<file path="src/sv/obstacle_haptic_vector_unit_assert.svh">
// assertion helpers shared by the rtl modules
`ifndef OBSTACLE_HAPTIC_VECTOR_UNIT_ASSERT_SVH
`define OBSTACLE_HAPTIC_VECTOR_UNIT_ASSERT_SVH

// same-cycle implication, sampled on clock, off during reset
`define OHV_ASSERT_IMPL(label, ante, cons) \
   label: assert property (@(posedge clock) disable iff (reset) (ante) |-> (cons)) \
      else $error("obstacle haptic vector check failed");

// next-cycle implication, sampled on clock, off during reset
`define OHV_ASSERT_NEXT(label, ante, cons) \
   label: assert property (@(posedge clock) disable iff (reset) (ante) |=> (cons)) \
      else $error("obstacle haptic vector check failed");

`endif

</file>
<file path="src/sv/ohv_pkg.sv">
`timescale 1ns / 1ps

package ohv_pkg;

   localparam int DIST_W        = 16;
   localparam int TOL_W         = 16;
   localparam int OFFSET_W      = 7;
   localparam int REP_W         = 4;
   localparam int ANGLE_W       = 8;
   localparam int STRENGTH_W    = 15;
   localparam int CSR_INDEX_W   = 2;
   localparam int CSR_DATA_W    = 16;

   localparam int STRENGTH_SHIFT = 29;
   localparam int ANG_STEPS      = 8;
   localparam int DIV_STEPS      = 17;
   localparam int ANG_NUM_W      = TOL_W + 9;
   localparam int ANG_DEN_W      = TOL_W + 1;
   localparam int ANG_LEFT_GAIN  = 135;
   localparam int ANG_RIGHT_GAIN = 45;

   localparam logic [STRENGTH_W-1:0] STRENGTH_MAX  = 15'd32767;
   localparam logic [ANGLE_W-1:0]    ANGLE_CENTER  = 8'd90;
   localparam logic [ANGLE_W-1:0]    ANGLE_MAX     = 8'd180;
   localparam logic [TOL_W-1:0]      TOL_RESET     = 16'd1280;
   localparam logic [OFFSET_W-1:0]   OFFSET_RESET  = 7'd40;
   localparam logic [REP_W-1:0]      REPEATS_RESET = 4'd15;

   typedef enum logic [CSR_INDEX_W-1:0] {
      CSR_SHAKE_ENABLE  = 2'd0,
      CSR_TOLERANCE     = 2'd1,
      CSR_SHAKE_OFFSET  = 2'd2,
      CSR_SHAKE_REPEATS = 2'd3
   } csr_index_type;

   typedef enum logic [1:0] {
      MUL_LEFT,
      MUL_RIGHT,
      MUL_CROSS
   } mul_sel_type;

   typedef enum logic [2:0] {
      ST_IDLE,
      ST_ANGLE,
      ST_SQ_LEFT,
      ST_SQ_RIGHT,
      ST_CROSS,
      ST_DIVIDE,
      ST_EMIT
   } ctrl_state_type;

   typedef struct packed {
      logic              operation;
      logic [DIST_W-1:0] distance;
   } req_type;

   typedef struct packed {
      logic [ANGLE_W-1:0]    angle;
      logic [STRENGTH_W-1:0] strength;
      logic                  shaking;
      logic                  last;
   } rsp_type;

   typedef struct packed {
      logic        load;
      logic        ang_init;
      logic        ang_step;
      logic        mul_init;
      mul_sel_type mul_sel;
      logic        mul_step;
      logic        save_sl;
      logic        save_sr;
      logic        div_init;
      logic        div_step;
      logic        emit;
      logic        shaking;
      logic        last;
   } cmd_type;

   typedef struct packed {
      logic             out_free;
      logic             burst;
      logic [REP_W-1:0] shake_repeats;
   } status_type;

endpackage

</file>
<file path="src/sv/obstacle_haptic_vector_unit.sv">
`timescale 1ns / 1ps

// Haptic feedback vector from a left and a right obstacle distance. Each req beat replaces
// one stored distance (unsigned Q8.8 metres) and yields a feedback angle and strength; when
// the strength saturates and shaking is on, the result is a burst of shaken beats with last
// on the final one. One item at a time: after the accepting cycle the block runs the angle
// divider, the shift-add multiplier (both squares, then their product) and the strength
// divider, then emits one result beat per cycle while rsp is not stalled. req_stall falls
// again as soon as the last result beat sits in the output register.

module obstacle_haptic_vector_unit import ohv_pkg::*; #(
   parameter int DIST_BITS   = 16,
   parameter int MAX_REPEATS = 15
) (
   input  logic                   clock,
   input  logic                   reset,
   input  logic                   req_valid,
   output logic                   req_stall,
   input  req_type                req_payload,
   output logic                   rsp_valid,
   input  logic                   rsp_stall,
   output rsp_type                rsp_payload,
   input  logic                   csr_write,
   input  logic [CSR_INDEX_W-1:0] csr_index,
   input  logic [CSR_DATA_W-1:0]  csr_data
);

   cmd_type    cmd;
   status_type status;

   ohv_ctrl #(
      .DIST_BITS   (DIST_BITS),
      .MAX_REPEATS (MAX_REPEATS)
   ) u_ctrl (
      .clock     (clock),
      .reset     (reset),
      .req_valid (req_valid),
      .req_stall (req_stall),
      .status    (status),
      .cmd       (cmd)
   );

   ohv_datapath #(
      .DIST_BITS (DIST_BITS)
   ) u_datapath (
      .clock       (clock),
      .reset       (reset),
      .req_payload (req_payload),
      .cmd         (cmd),
      .status      (status),
      .rsp_stall   (rsp_stall),
      .rsp_valid   (rsp_valid),
      .rsp_payload (rsp_payload),
      .csr_write   (csr_write),
      .csr_index   (csr_index),
      .csr_data    (csr_data)
   );

endmodule

</file>
<file path="src/sv/ohv_datapath.sv">
`timescale 1ns / 1ps
`include "obstacle_haptic_vector_unit_assert.svh"

module ohv_datapath import ohv_pkg::*; #(
   parameter int DIST_BITS = 16
) (
   input  logic                   clock,
   input  logic                   reset,
   input  req_type                req_payload,
   input  cmd_type                cmd,
   output status_type             status,
   input  logic                   rsp_stall,
   output logic                   rsp_valid,
   output rsp_type                rsp_payload,
   input  logic                   csr_write,
   input  logic [CSR_INDEX_W-1:0] csr_index,
   input  logic [CSR_DATA_W-1:0]  csr_data
);

   localparam int MW  = 2 * DIST_BITS;
   localparam int PW  = 2 * MW;
   localparam int CW  = (DIST_BITS > TOL_W) ? DIST_BITS : TOL_W;
   localparam int NW  = MW + 1 + STRENGTH_SHIFT;
   localparam int SW  = PW + DIV_STEPS - 1;
   localparam int DVW = (NW > SW) ? NW : SW;

   logic                  shake_enable_ff, shake_enable_in;
   logic [TOL_W-1:0]      tolerance_ff, tolerance_in;
   logic [OFFSET_W-1:0]   shake_offset_ff, shake_offset_in;
   logic [REP_W-1:0]      shake_repeats_ff, shake_repeats_in;
   logic [DIST_BITS-1:0]  left_ff, left_in;
   logic [DIST_BITS-1:0]  right_ff, right_in;
   logic                  sign_ff, sign_in;
   logic                  rsp_valid_ff, rsp_valid_in;
   rsp_type               rsp_ff, rsp_in;

   logic [ANG_NUM_W-1:0]  ang_rem_ff, ang_rem_in;
   logic [ANG_NUM_W-1:0]  ang_div_ff, ang_div_in;
   logic [ANG_STEPS-1:0]  ang_q_ff, ang_q_in;
   logic                  ang_zero_ff, ang_zero_in;

   logic [PW-1:0]         mcand_ff, mcand_in;
   logic [MW-1:0]         mplier_ff, mplier_in;
   logic [PW-1:0]         prod_ff, prod_in;
   logic [MW-1:0]         sl_ff, sl_in;
   logic [MW-1:0]         sr_ff, sr_in;

   logic [DVW-1:0]        div_rem_ff, div_rem_in;
   logic [DVW-1:0]        div_dsh_ff, div_dsh_in;
   logic [DIV_STEPS-1:0]  div_q_ff, div_q_in;

   logic [DIST_BITS-1:0]  dist_new;
   logic [CW-1:0]         tol_c, dl_c, dr_c;
   logic [TOL_W-1:0]      tl, tr;
   logic [ANG_NUM_W-1:0]  ang_num;
   logic [ANG_DEN_W-1:0]  ang_den;
   logic [MW:0]           sum_lr;
   logic                  zero_dist;
   logic                  sat;
   logic [STRENGTH_W-1:0] strength_val;
   logic [ANGLE_W-1:0]    base_angle;
   logic signed [ANGLE_W+1:0] shake_sum;
   logic [ANGLE_W-1:0]    shake_angle;

   assign dist_new = DIST_BITS'(req_payload.distance);

   // clipped distances feed the angle
   assign tol_c   = CW'(tolerance_ff);
   assign dl_c    = CW'(left_ff);
   assign dr_c    = CW'(right_ff);
   assign tl      = (dl_c < tol_c) ? dl_c[TOL_W-1:0] : tolerance_ff;
   assign tr      = (dr_c < tol_c) ? dr_c[TOL_W-1:0] : tolerance_ff;
   assign ang_num = ANG_NUM_W'(tl) * ANG_NUM_W'(ANG_LEFT_GAIN)
                  + ANG_NUM_W'(tr) * ANG_NUM_W'(ANG_RIGHT_GAIN);
   assign ang_den = ANG_DEN_W'(tl) + ANG_DEN_W'(tr);

   assign sum_lr  = {1'b0, sl_ff} + {1'b0, sr_ff};

   assign zero_dist    = (left_ff == '0) || (right_ff == '0);
   assign sat          = zero_dist || (div_q_ff >= DIV_STEPS'(STRENGTH_MAX));
   assign strength_val = sat ? STRENGTH_MAX : div_q_ff[STRENGTH_W-1:0];
   assign base_angle   = ang_zero_ff ? ANGLE_CENTER : ang_q_ff;

   always_comb begin
      shake_sum = sign_ff
         ? $signed({2'b00, base_angle}) - $signed({3'b000, shake_offset_ff})
         : $signed({2'b00, base_angle}) + $signed({3'b000, shake_offset_ff});
      if (shake_sum < $signed({(ANGLE_W+2){1'b0}})) begin
         shake_angle = '0;
      end else if (shake_sum > $signed({2'b00, ANGLE_MAX})) begin
         shake_angle = ANGLE_MAX;
      end else begin
         shake_angle = shake_sum[ANGLE_W-1:0];
      end
   end

   always_comb begin
      shake_enable_in  = shake_enable_ff;
      tolerance_in     = tolerance_ff;
      shake_offset_in  = shake_offset_ff;
      shake_repeats_in = shake_repeats_ff;
      left_in          = left_ff;
      right_in         = right_ff;
      sign_in          = sign_ff;
      rsp_valid_in     = rsp_valid_ff;
      rsp_in           = rsp_ff;
      ang_rem_in       = ang_rem_ff;
      ang_div_in       = ang_div_ff;
      ang_q_in         = ang_q_ff;
      ang_zero_in      = ang_zero_ff;
      mcand_in         = mcand_ff;
      mplier_in        = mplier_ff;
      prod_in          = prod_ff;
      sl_in            = sl_ff;
      sr_in            = sr_ff;
      div_rem_in       = div_rem_ff;
      div_dsh_in       = div_dsh_ff;
      div_q_in         = div_q_ff;

      if (csr_write) begin
         case (csr_index)
            CSR_SHAKE_ENABLE:  shake_enable_in  = csr_data[0];
            CSR_TOLERANCE:     tolerance_in     = csr_data[TOL_W-1:0];
            CSR_SHAKE_OFFSET:  shake_offset_in  = csr_data[OFFSET_W-1:0];
            CSR_SHAKE_REPEATS: shake_repeats_in = csr_data[REP_W-1:0];
            default: ;
         endcase
      end

      if (cmd.load) begin
         if (req_payload.operation) begin
            right_in = dist_new;
         end else begin
            left_in = dist_new;
         end
      end

      // angle: restoring divide, one quotient bit per step
      if (cmd.ang_init) begin
         ang_rem_in  = ang_num;
         ang_div_in  = ANG_NUM_W'(ang_den) << (ANG_STEPS - 1);
         ang_q_in    = '0;
         ang_zero_in = (ang_den == '0);
      end else if (cmd.ang_step) begin
         if (ang_rem_ff >= ang_div_ff) begin
            ang_rem_in = ang_rem_ff - ang_div_ff;
            ang_q_in   = {ang_q_ff[ANG_STEPS-2:0], 1'b1};
         end else begin
            ang_q_in   = {ang_q_ff[ANG_STEPS-2:0], 1'b0};
         end
         ang_div_in = ang_div_ff >> 1;
      end

      // shift-add multiplier
      if (cmd.save_sl) begin
         sl_in = prod_ff[MW-1:0];
      end
      if (cmd.save_sr) begin
         sr_in = prod_ff[MW-1:0];
      end
      if (cmd.mul_init) begin
         prod_in = '0;
         case (cmd.mul_sel)
            MUL_LEFT: begin
               mcand_in  = PW'(left_ff);
               mplier_in = MW'(left_ff);
            end
            MUL_RIGHT: begin
               mcand_in  = PW'(right_ff);
               mplier_in = MW'(right_ff);
            end
            MUL_CROSS: begin
               mcand_in  = PW'(sl_ff);
               mplier_in = prod_ff[MW-1:0];
            end
            default: begin
               mcand_in  = '0;
               mplier_in = '0;
            end
         endcase
      end else if (cmd.mul_step) begin
         if (mplier_ff[0]) begin
            prod_in = prod_ff + mcand_ff;
         end
         mcand_in  = mcand_ff << 1;
         mplier_in = mplier_ff >> 1;
      end

      // strength: 2^29 * (sl + sr) / (sl * sr), a quotient at or above STRENGTH_MAX saturates
      if (cmd.div_init) begin
         div_rem_in = DVW'(sum_lr) << STRENGTH_SHIFT;
         div_dsh_in = DVW'(prod_ff) << (DIV_STEPS - 1);
         div_q_in   = '0;
      end else if (cmd.div_step) begin
         if (div_rem_ff >= div_dsh_ff) begin
            div_rem_in = div_rem_ff - div_dsh_ff;
            div_q_in   = {div_q_ff[DIV_STEPS-2:0], 1'b1};
         end else begin
            div_q_in   = {div_q_ff[DIV_STEPS-2:0], 1'b0};
         end
         div_dsh_in = div_dsh_ff >> 1;
      end

      if (cmd.emit) begin
         rsp_in.angle    = cmd.shaking ? shake_angle : base_angle;
         rsp_in.strength = strength_val;
         rsp_in.shaking  = cmd.shaking;
         rsp_in.last     = cmd.last;
         rsp_valid_in    = 1'b1;
         sign_in         = ~sign_ff;
      end else if (!rsp_stall) begin
         rsp_valid_in    = 1'b0;
      end
   end

   always_ff @(posedge clock) begin
      if (reset) begin
         shake_enable_ff  <= 1'b0;
         tolerance_ff     <= TOL_RESET;
         shake_offset_ff  <= OFFSET_RESET;
         shake_repeats_ff <= REPEATS_RESET;
         left_ff          <= '1;
         right_ff         <= '1;
         sign_ff          <= 1'b0;
         rsp_valid_ff     <= 1'b0;
      end else begin
         shake_enable_ff  <= shake_enable_in;
         tolerance_ff     <= tolerance_in;
         shake_offset_ff  <= shake_offset_in;
         shake_repeats_ff <= shake_repeats_in;
         left_ff          <= left_in;
         right_ff         <= right_in;
         sign_ff          <= sign_in;
         rsp_valid_ff     <= rsp_valid_in;
      end
   end

   always_ff @(posedge clock) begin
      rsp_ff      <= rsp_in;
      ang_rem_ff  <= ang_rem_in;
      ang_div_ff  <= ang_div_in;
      ang_q_ff    <= ang_q_in;
      ang_zero_ff <= ang_zero_in;
      mcand_ff    <= mcand_in;
      mplier_ff   <= mplier_in;
      prod_ff     <= prod_in;
      sl_ff       <= sl_in;
      sr_ff       <= sr_in;
      div_rem_ff  <= div_rem_in;
      div_dsh_ff  <= div_dsh_in;
      div_q_ff    <= div_q_in;
   end

   assign status.out_free      = !rsp_valid_ff || !rsp_stall;
   assign status.burst         = sat && shake_enable_ff;
   assign status.shake_repeats = shake_repeats_ff;

   assign rsp_valid   = rsp_valid_ff;
   assign rsp_payload = rsp_ff;

   `OHV_ASSERT_NEXT(a_sign_flips_per_beat, cmd.emit, sign_ff != $past(sign_ff))
   `OHV_ASSERT_NEXT(a_rsp_hold_on_stall, rsp_valid_ff && rsp_stall, rsp_valid_ff && (rsp_ff == $past(rsp_ff)))
   `OHV_ASSERT_IMPL(a_angle_in_range, rsp_valid_ff, rsp_ff.angle <= ANGLE_MAX)

endmodule

</file>
<file path="src/sv/ohv_ctrl.sv">
`timescale 1ns / 1ps
`include "obstacle_haptic_vector_unit_assert.svh"

module ohv_ctrl import ohv_pkg::*; #(
   parameter int DIST_BITS   = 16,
   parameter int MAX_REPEATS = 15
) (
   input  logic       clock,
   input  logic       reset,
   input  logic       req_valid,
   output logic       req_stall,
   input  status_type status,
   output cmd_type    cmd
);

   localparam int MW   = 2 * DIST_BITS;
   localparam int SMAX = (MW > DIV_STEPS) ? MW : DIV_STEPS;
   localparam int SCW  = $clog2(SMAX + 1);
   localparam int CNTW = $clog2(MAX_REPEATS + 1);
   localparam int LW   = (CNTW > REP_W) ? CNTW : REP_W;

   localparam logic [SCW-1:0] ANG_TOP = SCW'(ANG_STEPS);
   localparam logic [SCW-1:0] MUL_TOP = SCW'(MW);
   localparam logic [SCW-1:0] DIV_TOP = SCW'(DIV_STEPS);

   ctrl_state_type  state_ff, state_in;
   logic [SCW-1:0]  cnt_ff, cnt_in;
   logic [CNTW-1:0] ecnt_ff, ecnt_in;

   logic [LW-1:0]   rep_ext;
   logic [CNTW-1:0] burst_len;
   logic            last_beat;

   assign rep_ext = LW'(status.shake_repeats);

   always_comb begin
      if (rep_ext == '0) begin
         burst_len = CNTW'(1);
      end else if (rep_ext > LW'(MAX_REPEATS)) begin
         burst_len = CNTW'(MAX_REPEATS);
      end else begin
         burst_len = CNTW'(rep_ext);
      end
   end

   assign last_beat = !status.burst || (ecnt_ff == burst_len - CNTW'(1));

   always_comb begin
      state_in    = state_ff;
      cnt_in      = cnt_ff;
      ecnt_in     = ecnt_ff;
      cmd         = '0;
      cmd.mul_sel = MUL_LEFT;
      req_stall   = (state_ff != ST_IDLE);

      case (state_ff)
         ST_IDLE: begin
            if (req_valid) begin
               cmd.load = 1'b1;
               cnt_in   = ANG_TOP;
               state_in = ST_ANGLE;
            end
         end
         ST_ANGLE: begin
            if (cnt_ff == ANG_TOP) begin
               cmd.ang_init = 1'b1;
            end else begin
               cmd.ang_step = 1'b1;
            end
            if (cnt_ff == '0) begin
               cnt_in   = MUL_TOP;
               state_in = ST_SQ_LEFT;
            end else begin
               cnt_in   = cnt_ff - SCW'(1);
            end
         end
         ST_SQ_LEFT: begin
            cmd.mul_sel = MUL_LEFT;
            if (cnt_ff == MUL_TOP) begin
               cmd.mul_init = 1'b1;
            end else begin
               cmd.mul_step = 1'b1;
            end
            if (cnt_ff == '0) begin
               cnt_in   = MUL_TOP;
               state_in = ST_SQ_RIGHT;
            end else begin
               cnt_in   = cnt_ff - SCW'(1);
            end
         end
         ST_SQ_RIGHT: begin
            cmd.mul_sel = MUL_RIGHT;
            if (cnt_ff == MUL_TOP) begin
               cmd.mul_init = 1'b1;
               cmd.save_sl  = 1'b1;
            end else begin
               cmd.mul_step = 1'b1;
            end
            if (cnt_ff == '0) begin
               cnt_in   = MUL_TOP;
               state_in = ST_CROSS;
            end else begin
               cnt_in   = cnt_ff - SCW'(1);
            end
         end
         ST_CROSS: begin
            cmd.mul_sel = MUL_CROSS;
            if (cnt_ff == MUL_TOP) begin
               cmd.mul_init = 1'b1;
               cmd.save_sr  = 1'b1;
            end else begin
               cmd.mul_step = 1'b1;
            end
            if (cnt_ff == '0) begin
               cnt_in   = DIV_TOP;
               state_in = ST_DIVIDE;
            end else begin
               cnt_in   = cnt_ff - SCW'(1);
            end
         end
         ST_DIVIDE: begin
            if (cnt_ff == DIV_TOP) begin
               cmd.div_init = 1'b1;
            end else begin
               cmd.div_step = 1'b1;
            end
            if (cnt_ff == '0) begin
               ecnt_in  = '0;
               state_in = ST_EMIT;
            end else begin
               cnt_in   = cnt_ff - SCW'(1);
            end
         end
         ST_EMIT: begin
            if (status.out_free) begin
               cmd.emit    = 1'b1;
               cmd.shaking = status.burst;
               cmd.last    = last_beat;
               if (last_beat) begin
                  ecnt_in  = '0;
                  state_in = ST_IDLE;
               end else begin
                  ecnt_in  = ecnt_ff + CNTW'(1);
               end
            end
         end
         default: begin
            state_in = ST_IDLE;
         end
      endcase
   end

   always_ff @(posedge clock) begin
      if (reset) begin
         state_ff <= ST_IDLE;
         cnt_ff   <= '0;
         ecnt_ff  <= '0;
      end else begin
         state_ff <= state_in;
         cnt_ff   <= cnt_in;
         ecnt_ff  <= ecnt_in;
      end
   end

   `OHV_ASSERT_IMPL(a_emit_needs_slot, cmd.emit, status.out_free)
   `OHV_ASSERT_IMPL(a_burst_count_bound, state_ff == ST_EMIT, ecnt_ff < burst_len)
   `OHV_ASSERT_NEXT(a_accept_then_busy, req_valid && !req_stall, req_stall)

endmodule

</file>
<file path="config.mk">
export PLATFORM = sky130hd
export DESIGN_NAME = obstacle_haptic_vector_unit
export DESIGN_NICKNAME = d
export VERILOG_FILES = /design/src/sv/ohv_pkg.sv /design/src/sv/obstacle_haptic_vector_unit.sv /design/src/sv/ohv_datapath.sv /design/src/sv/ohv_ctrl.sv
export VERILOG_INCLUDE_DIRS = /design/src /design/src/sv
export SDC_FILE = /design/constraint.sdc
export NUM_CORES = 2
export LEC_CHECK = 0
export BUFFER_PORTS_ARGS = -buffer_cell sky130_fd_sc_hd__buf_2
export CAP_MARGIN = 20
export CORE_ASPECT_RATIO = 0.5
export CORE_MARGIN = 4
export CORE_UTILIZATION = 65
export CTS_BUF_LIST = sky130_fd_sc_hd__clkbuf_2
export CTS_CLUSTER_SIZE = 14
export DETAILED_ROUTE_END_ITERATION = 7
export HOLD_SLACK_MARGIN = 0.08
export PLACE_DENSITY = 0.91
export SYNTH_ARGS = -nofsm -noshare
export SYNTH_HDL_FRONTEND = slang
export SYNTH_SLANG_ARGS = --single-unit
</file>
<file path="constraint.sdc">
create_clock -name clock -period 11.9 [get_ports clock]
set_clock_uncertainty 0.1 [all_clocks]
set_input_delay 2.38 -clock clock [delete_from_list [all_inputs] [get_ports clock]]
set_output_delay 2.38 -clock clock [all_outputs]
set_load 0.02 [all_outputs]
</file>
### After elaboration in Yosys (flattened, before gate mapping)

Cells that the tools add are included.

* register bits: 559
* bits in latches: 0
* RAM bits: 0
* ROM bits: 0
* bits of input ports: 40
* output and inout bits: 27
* logic and storage cells: 179
* memories: 0

* add/sub/neg operators: 11
* multiply operators: 2
* div/mod/pow operators: 0
* $lt $le $gt $ge: 8
* equality and inequality tests: 25
* shifts and indexed selects: 0
* multiplexer cells: 62
* bitwise gates (word level): 2
* reductions and logical operators: 39

Operators by type and width (number)
* $pmux W32 S3: 2
* $mux W62: 3
* $mux W80: 2
* $mux W64: 2
* $ge A80 B80 Y1: 1
* $sub A80 B80 Y80: 1
* $mux W25: 3
* $add A64 B64 Y64: 1
* $mux W32: 2
* $mux W24: 2
* $add A32 B32 Y33: 1
* $logic_not A16 Y1: 2
* $lt A16 B16 Y1: 2
* $mux W16: 2
* $mux W8: 4
* $mux W3: 10
* $add A24 B22 Y25: 1
* $ge A25 B24 Y1: 1
* $sub A25 B24 Y25: 1
* $mul A16 B8 Y24 const B: 1
* $mux W6: 4
* $pmux W6 S4: 1
* $mul A16 B6 Y22 const B: 1
* $reduce_and A2 Y1: 11
* other kinds (43): 88

### Longest topological paths before layout

* word-level depth: 9
* depth in mapped cells: 39
* depth with buffers taken out: 36

### Modules after synthesis

Synthesis repeated with hierarchy kept, for this count alone.

* cell total of the unflattened synthesis: 4457
* area total of the unflattened synthesis: 39404.0 um2

By module, submodules not included
* ohv_datapath: times used 1, cells each 4286, area each 38229.2 um2, sequential area each 14183.6 um2
* ohv_ctrl: times used 1, cells each 171, area each 1174.9 um2, sequential area each 260.2 um2

### Worst setup path before layout

OpenSTA, ideal clock, no wires.

* path type: register to register
* from: register u_datapath.tolerance_ff[2], in the netlist u_datapath.tol_c[2]
* to: register u_datapath.ang_rem_ff[23] (data pin)
* library setup time: 0.268 ns
* data arrival time: 8.129 ns
* required time: 11.532 ns
* path slack: 3.404 ns
* cell stages (with the launch flop): 39
* buffers on the path: 3
* period minus slack after synthesis: 8.496 ns
* cell sequence: dfxtp_1 -> inv_1 -> ha_1 -> a211oi_1 -> o21ai_1 -> a21oi_2 -> o31ai_4 -> nor2_1 -> buf_2 -> buf_1 -> clkbuf_1 -> o21ai_0 -> ha_1 -> inv_1 -> fa_1 -> inv_1 -> ha_1 -> xnor2_1 -> (+3 left out) -> inv_1 -> fa_1 -> inv_1 -> ha_1 -> a21oi_1 -> o21bai_1 -> a21oi_1 -> nor2b_1 -> o21a_1 -> o41ai_1 -> nor3_1 -> o22ai_1 -> o21ai_0 -> a21o_1 -> a21oi_1 -> xor2_1 -> nand2_1 -> o21ai_0

* longest elaborated chain between the ends: 5
* elaborated cells on any way between the ends: 8
* those cells by class: 1 x add/sub; 2 x mul; 2 x order compare; 3 x mux

RTL lines
* from (decl): RTL line ohv_datapath.sv:28 `logic [TOL_W-1:0] tolerance_ff, tolerance_in;`
* from (signal assigned): RTL line ohv_datapath.sv:228 `tolerance_ff <= tolerance_in;`
* $lt A16 B16 Y1 (on tied branches): RTL line ohv_datapath.sv:71, ohv_datapath.sv:72
* $mux W16 (on tied branches): RTL line ohv_datapath.sv:71, ohv_datapath.sv:72
* $mul A16 B8 Y24 or $mul A16 B6 Y22 (tied branches): RTL line ohv_datapath.sv:73, ohv_datapath.sv:74
* $add A24 B22 Y25 (*): RTL line ohv_datapath.sv:74 `+ ANG_NUM_W'(tr) * ANG_NUM_W'(ANG_RIGHT_GAIN);`
* $mux W25 (*): RTL line ohv_datapath.sv:139 `if (cmd.ang_init) begin`
* via u_datapath.ang_rem_in[23]: RTL line ohv_datapath.sv:37 `logic [ANG_NUM_W-1:0] ang_rem_ff, ang_rem_in;`
* to (signal assigned): RTL line ohv_datapath.sv:240 `ang_rem_ff <= ang_rem_in;`
* to (decl): RTL line ohv_datapath.sv:37

The timed path passes the listed nets; every way through them passes the cells marked *.
A chain may end at the register's enable or synchronous reset.

### Worst setup path after layout

* from: register u_datapath.tolerance_ff[2], in the netlist u_datapath.tol_c[2]
* to: register u_datapath.ang_rem_ff[22] (data pin)

The elaborated chain is that of the path after synthesis.

==> flow_metrics.tcl <==
set metrics [dict create \
    status "finished, final reports clean" \
    dp.cells 5052 \
    antenna_found_initial 3 \
    portBuffers 66 \
    whs_ns 0.346 \
    clk_path_buf_depth 3 \
    p_int_uw 6140 \
    synth-seq-cells 559 \
    area_growth_pct 5.34 \
    wire_per_inst_um 18.7 \
    setup_slack_ns 2.58 \
    hold_depth 2 \
    async_reset_ff_share_pct 0 \
    combPwrFrac_pct 65.2 \
    timing.rr.end "u_datapath.ang_rem_ff[22]" \
    syn_area_sq_um 38700 \
    max-slew-margin-rel_pct 28.4 \
    p_clk_share_pct 10.6 \
    cts_made_buffers 121 \
    fin_crit_ns 9.32 \
    reg2regPathDepth 35 \
    cts_resized 0 \
    avgViaCountPerCell 6.20 \
    start_kind "flip-flop" \
    cts_tree "yes" \
    synthDistinctLibCells 85 \
    cp_num_cells 35 \
    timing.final.crit_share_pct 78.3 \
    p_per_area_nw_per_um2 289 \
    rows 62 \
    core-area_sq_um 58100 \
    cap_violations 0 \
    cpMaxStageDelayCell "fa_1" \
    finalSetupTns_ns 0 \
    grt_pass1_vias 32300 \
    ios 67 \
    seq_power_share_pct 24.2 \
    yosysTopAreaCellShare_pct 25.2 \
    pre_cts_slack_ns 2.68 \
    drtPass1Iterations 6 \
    cp_max_fo 30 \
    ys.flop_type "edfxtp_1" \
    gp_congestion 0.933 \
    layout-drive-gt1-share_pct 8.29 \
    grt_max_degree 80 \
    die_x_um 353 \
    hp-start "u_datapath.ang_q_ff[7]" \
    ir_drop_mv 0.734 \
    synthesis.nets 4849 \
    max_stage_delay_ns 0.55 \
    clkTransAtPathRegs_ns 0.14 \
    p_leak_uw 0.0182 \
    drv_slew 0 \
    fin_util_pct 70.2 \
    ys_seq_area_share_pct 37.3 \
    yosysWarnings 0 \
    drc 0 \
    clock_latency_ns 1.35 \
    hold_viol 0 \
    worstPathRequired_ns 12.98 \
    yosysTopAreaCell "edfxtp_1" \
    yosysMostFrequentCell "nand2_1" \
    synth_edf_count 325 \
    syn_inst 4368 \
    postCtsHoldBufs 0 \
    rsz0062_at_grt "no" \
    p_sw_share_pct 48.0 \
    yosys-top-cells-count "nand2_1, a21oi_1, inv_1" \
    die_area_sq_um 63700 \
    cp.buffers_inverters 9 \
    cp-end-kind "flip-flop" \
    cts_htree_levels 3 \
    hp-class "reg2reg" \
    postRouteAntennaNets 0 \
    final_cells 5290 \
    clockRootBuffer "clkbuf_2" \
    dieHeight_um 181 \
    fmax_mhz 107 \
    avgSynthCellArea_sq_um 8.86 \
    timing.critical_path.mode_cell "inv_1" \
    netSwitchingPower_uw 5660 \
    start_util_pct 66.6 \
    path_class "reg2reg" \
    worstHoldEndpoint "u_datapath.ang_q_ff[7]" \
    nNetsFinal 4889 \
    finalSetupViolCount 0 \
    synth_area_leaders "edfxtp_1, dfxtp_1, ha_1" \
    cts_sinks 559 \
    vias 32800 \
    ff2ff_setup_slack_ns 2.58 \
    cp.arrival_ns 10.40 \
    tightest_slew_ns 1.07 \
    cp_top_family "adder cells" \
    drt_wl_total_mm 98.8 \
    hpwl_mm 72.3 \
    drt_iter0_markers 2965 \
    postCtsSetupRepairBufs 0 \
    crit-reg2reg-launch "u_datapath.tol_c[2]" \
    grt_overflow 0 \
    track_usage_pct 30.2 \
    grt_pass1_wl_mm 160 \
]
## placed cells by master (no fill, tap or decap), types with 24 or more instances in the layout
cell type / n
a211o_1: 26
a211oi_1: 25
a21o_1: 145
a21oi_1: 441
a22o_1: 48
and2_1: 46
and3_1: 24
buf_2: 66
buf_4: 33
clkbuf_2: 199
dfxtp_1: 234
edfxtp_1: 325
fa_1: 83
ha_1: 358
inv_1: 370
nand2_1: 626
nand2b_1: 38
nand3_1: 92
nand3b_1: 25
nand4_1: 45
nor2_1: 198
nor2b_1: 60
nor3_1: 49
o21a_1: 28
o21ai_0: 276
o21bai_1: 44
o22ai_1: 37
or2_2: 25
xnor2_1: 143
xor2_1: 89
## flip-flops by register name, indices dropped and copies added (netlist names), 17 cells and up
register	count
u_datapath.rsp_payload	25
u_datapath.mcand_ff	64
u_datapath.div_q_ff	17
u_datapath.mplier_ff	32
u_datapath.div_rem_ff	80
u_datapath.ang_rem_ff	25
u_datapath.div_dsh_ff	80
u_datapath.sl_ff	32
u_datapath.prod_ff	64
u_datapath.sr_ff	32
u_datapath.ang_div_ff	24
## per-layer routing
| metal | part of all wire, % | vias up | wire (um) | global-route usage (%) |
|---|---|---|---|---|
| met5 | 0 | - | 0 | 0 |
| met4 | 4.0 | 0 | 3910 | 12.8 |
| met3 | 7.1 | 287 | 7040 | 5.40 |
| met2 | 48 | 1330 | 47200 | 51.7 |
| met1 | 41 | 15600 | 40600 | 38.0 |
| li1 | - | 15600 | - | - |
## cell type report
cell class                 instances  area, sq um
multi-input combinational       3254        22200
fill                            4322        17300
clock inverter                    29          126
antenna                            9         22.5
inverter                         372         1400
tap                              768          961
sequential                       559        14400
timing repair buffer             100          593
clock buffer                     199          996
## power groups by stage
stage,registers [uW],logic [uW],clock network (uW)
global placement,2860,7190,0
finish,2850,7690,1250
detailed placement,2880,7500,0
CTS,2840,7600,1270
global route,2880,8640,1370
floorplan,2780,5890,0
## tightest hold or removal path, delay by kind of cell, from the launching register on
kind,cells,cell delay [ns]
flops,1,0.33
simple gates,2,0.09
## worst max path at each step
stage,startpoint,end
final,u_datapath.tol_c[2],u_datapath.ang_rem_ff[22]
after CTS,u_datapath.tol_c[2],u_datapath.ang_rem_ff[23]
after detailed placement,u_datapath.tol_c[2],u_datapath.ang_rem_ff[23]
after global placement,u_datapath.tol_c[2],u_datapath.ang_rem_ff[23]
after global routing,u_datapath.tol_c[2],u_datapath.ang_rem_ff[23]
after floorplan,u_datapath.tol_c[2],u_datapath.ang_rem_ff[23]
## through the flow
stage,cell area (sq um),power [uW]
after CTS,40700,11700
after floorplan,38700,8670
after global routing,40800,12900
after global placement,39600,10100
final,40800,11800
after detailed placement,39600,10400
## cells by family after synthesis
kind of cell,synth area share (%)
AND/OR/NAND/NOR,15.4
adder cells (fa/ha/maj),16.0
AO/OA/AOI/OAI,20.3
flip-flops,37.3
buffers and inverters,5.44
XOR/XNOR,5.25
multiplexers,0.262
Note: power is estimated with default switching activity, not from simulation.
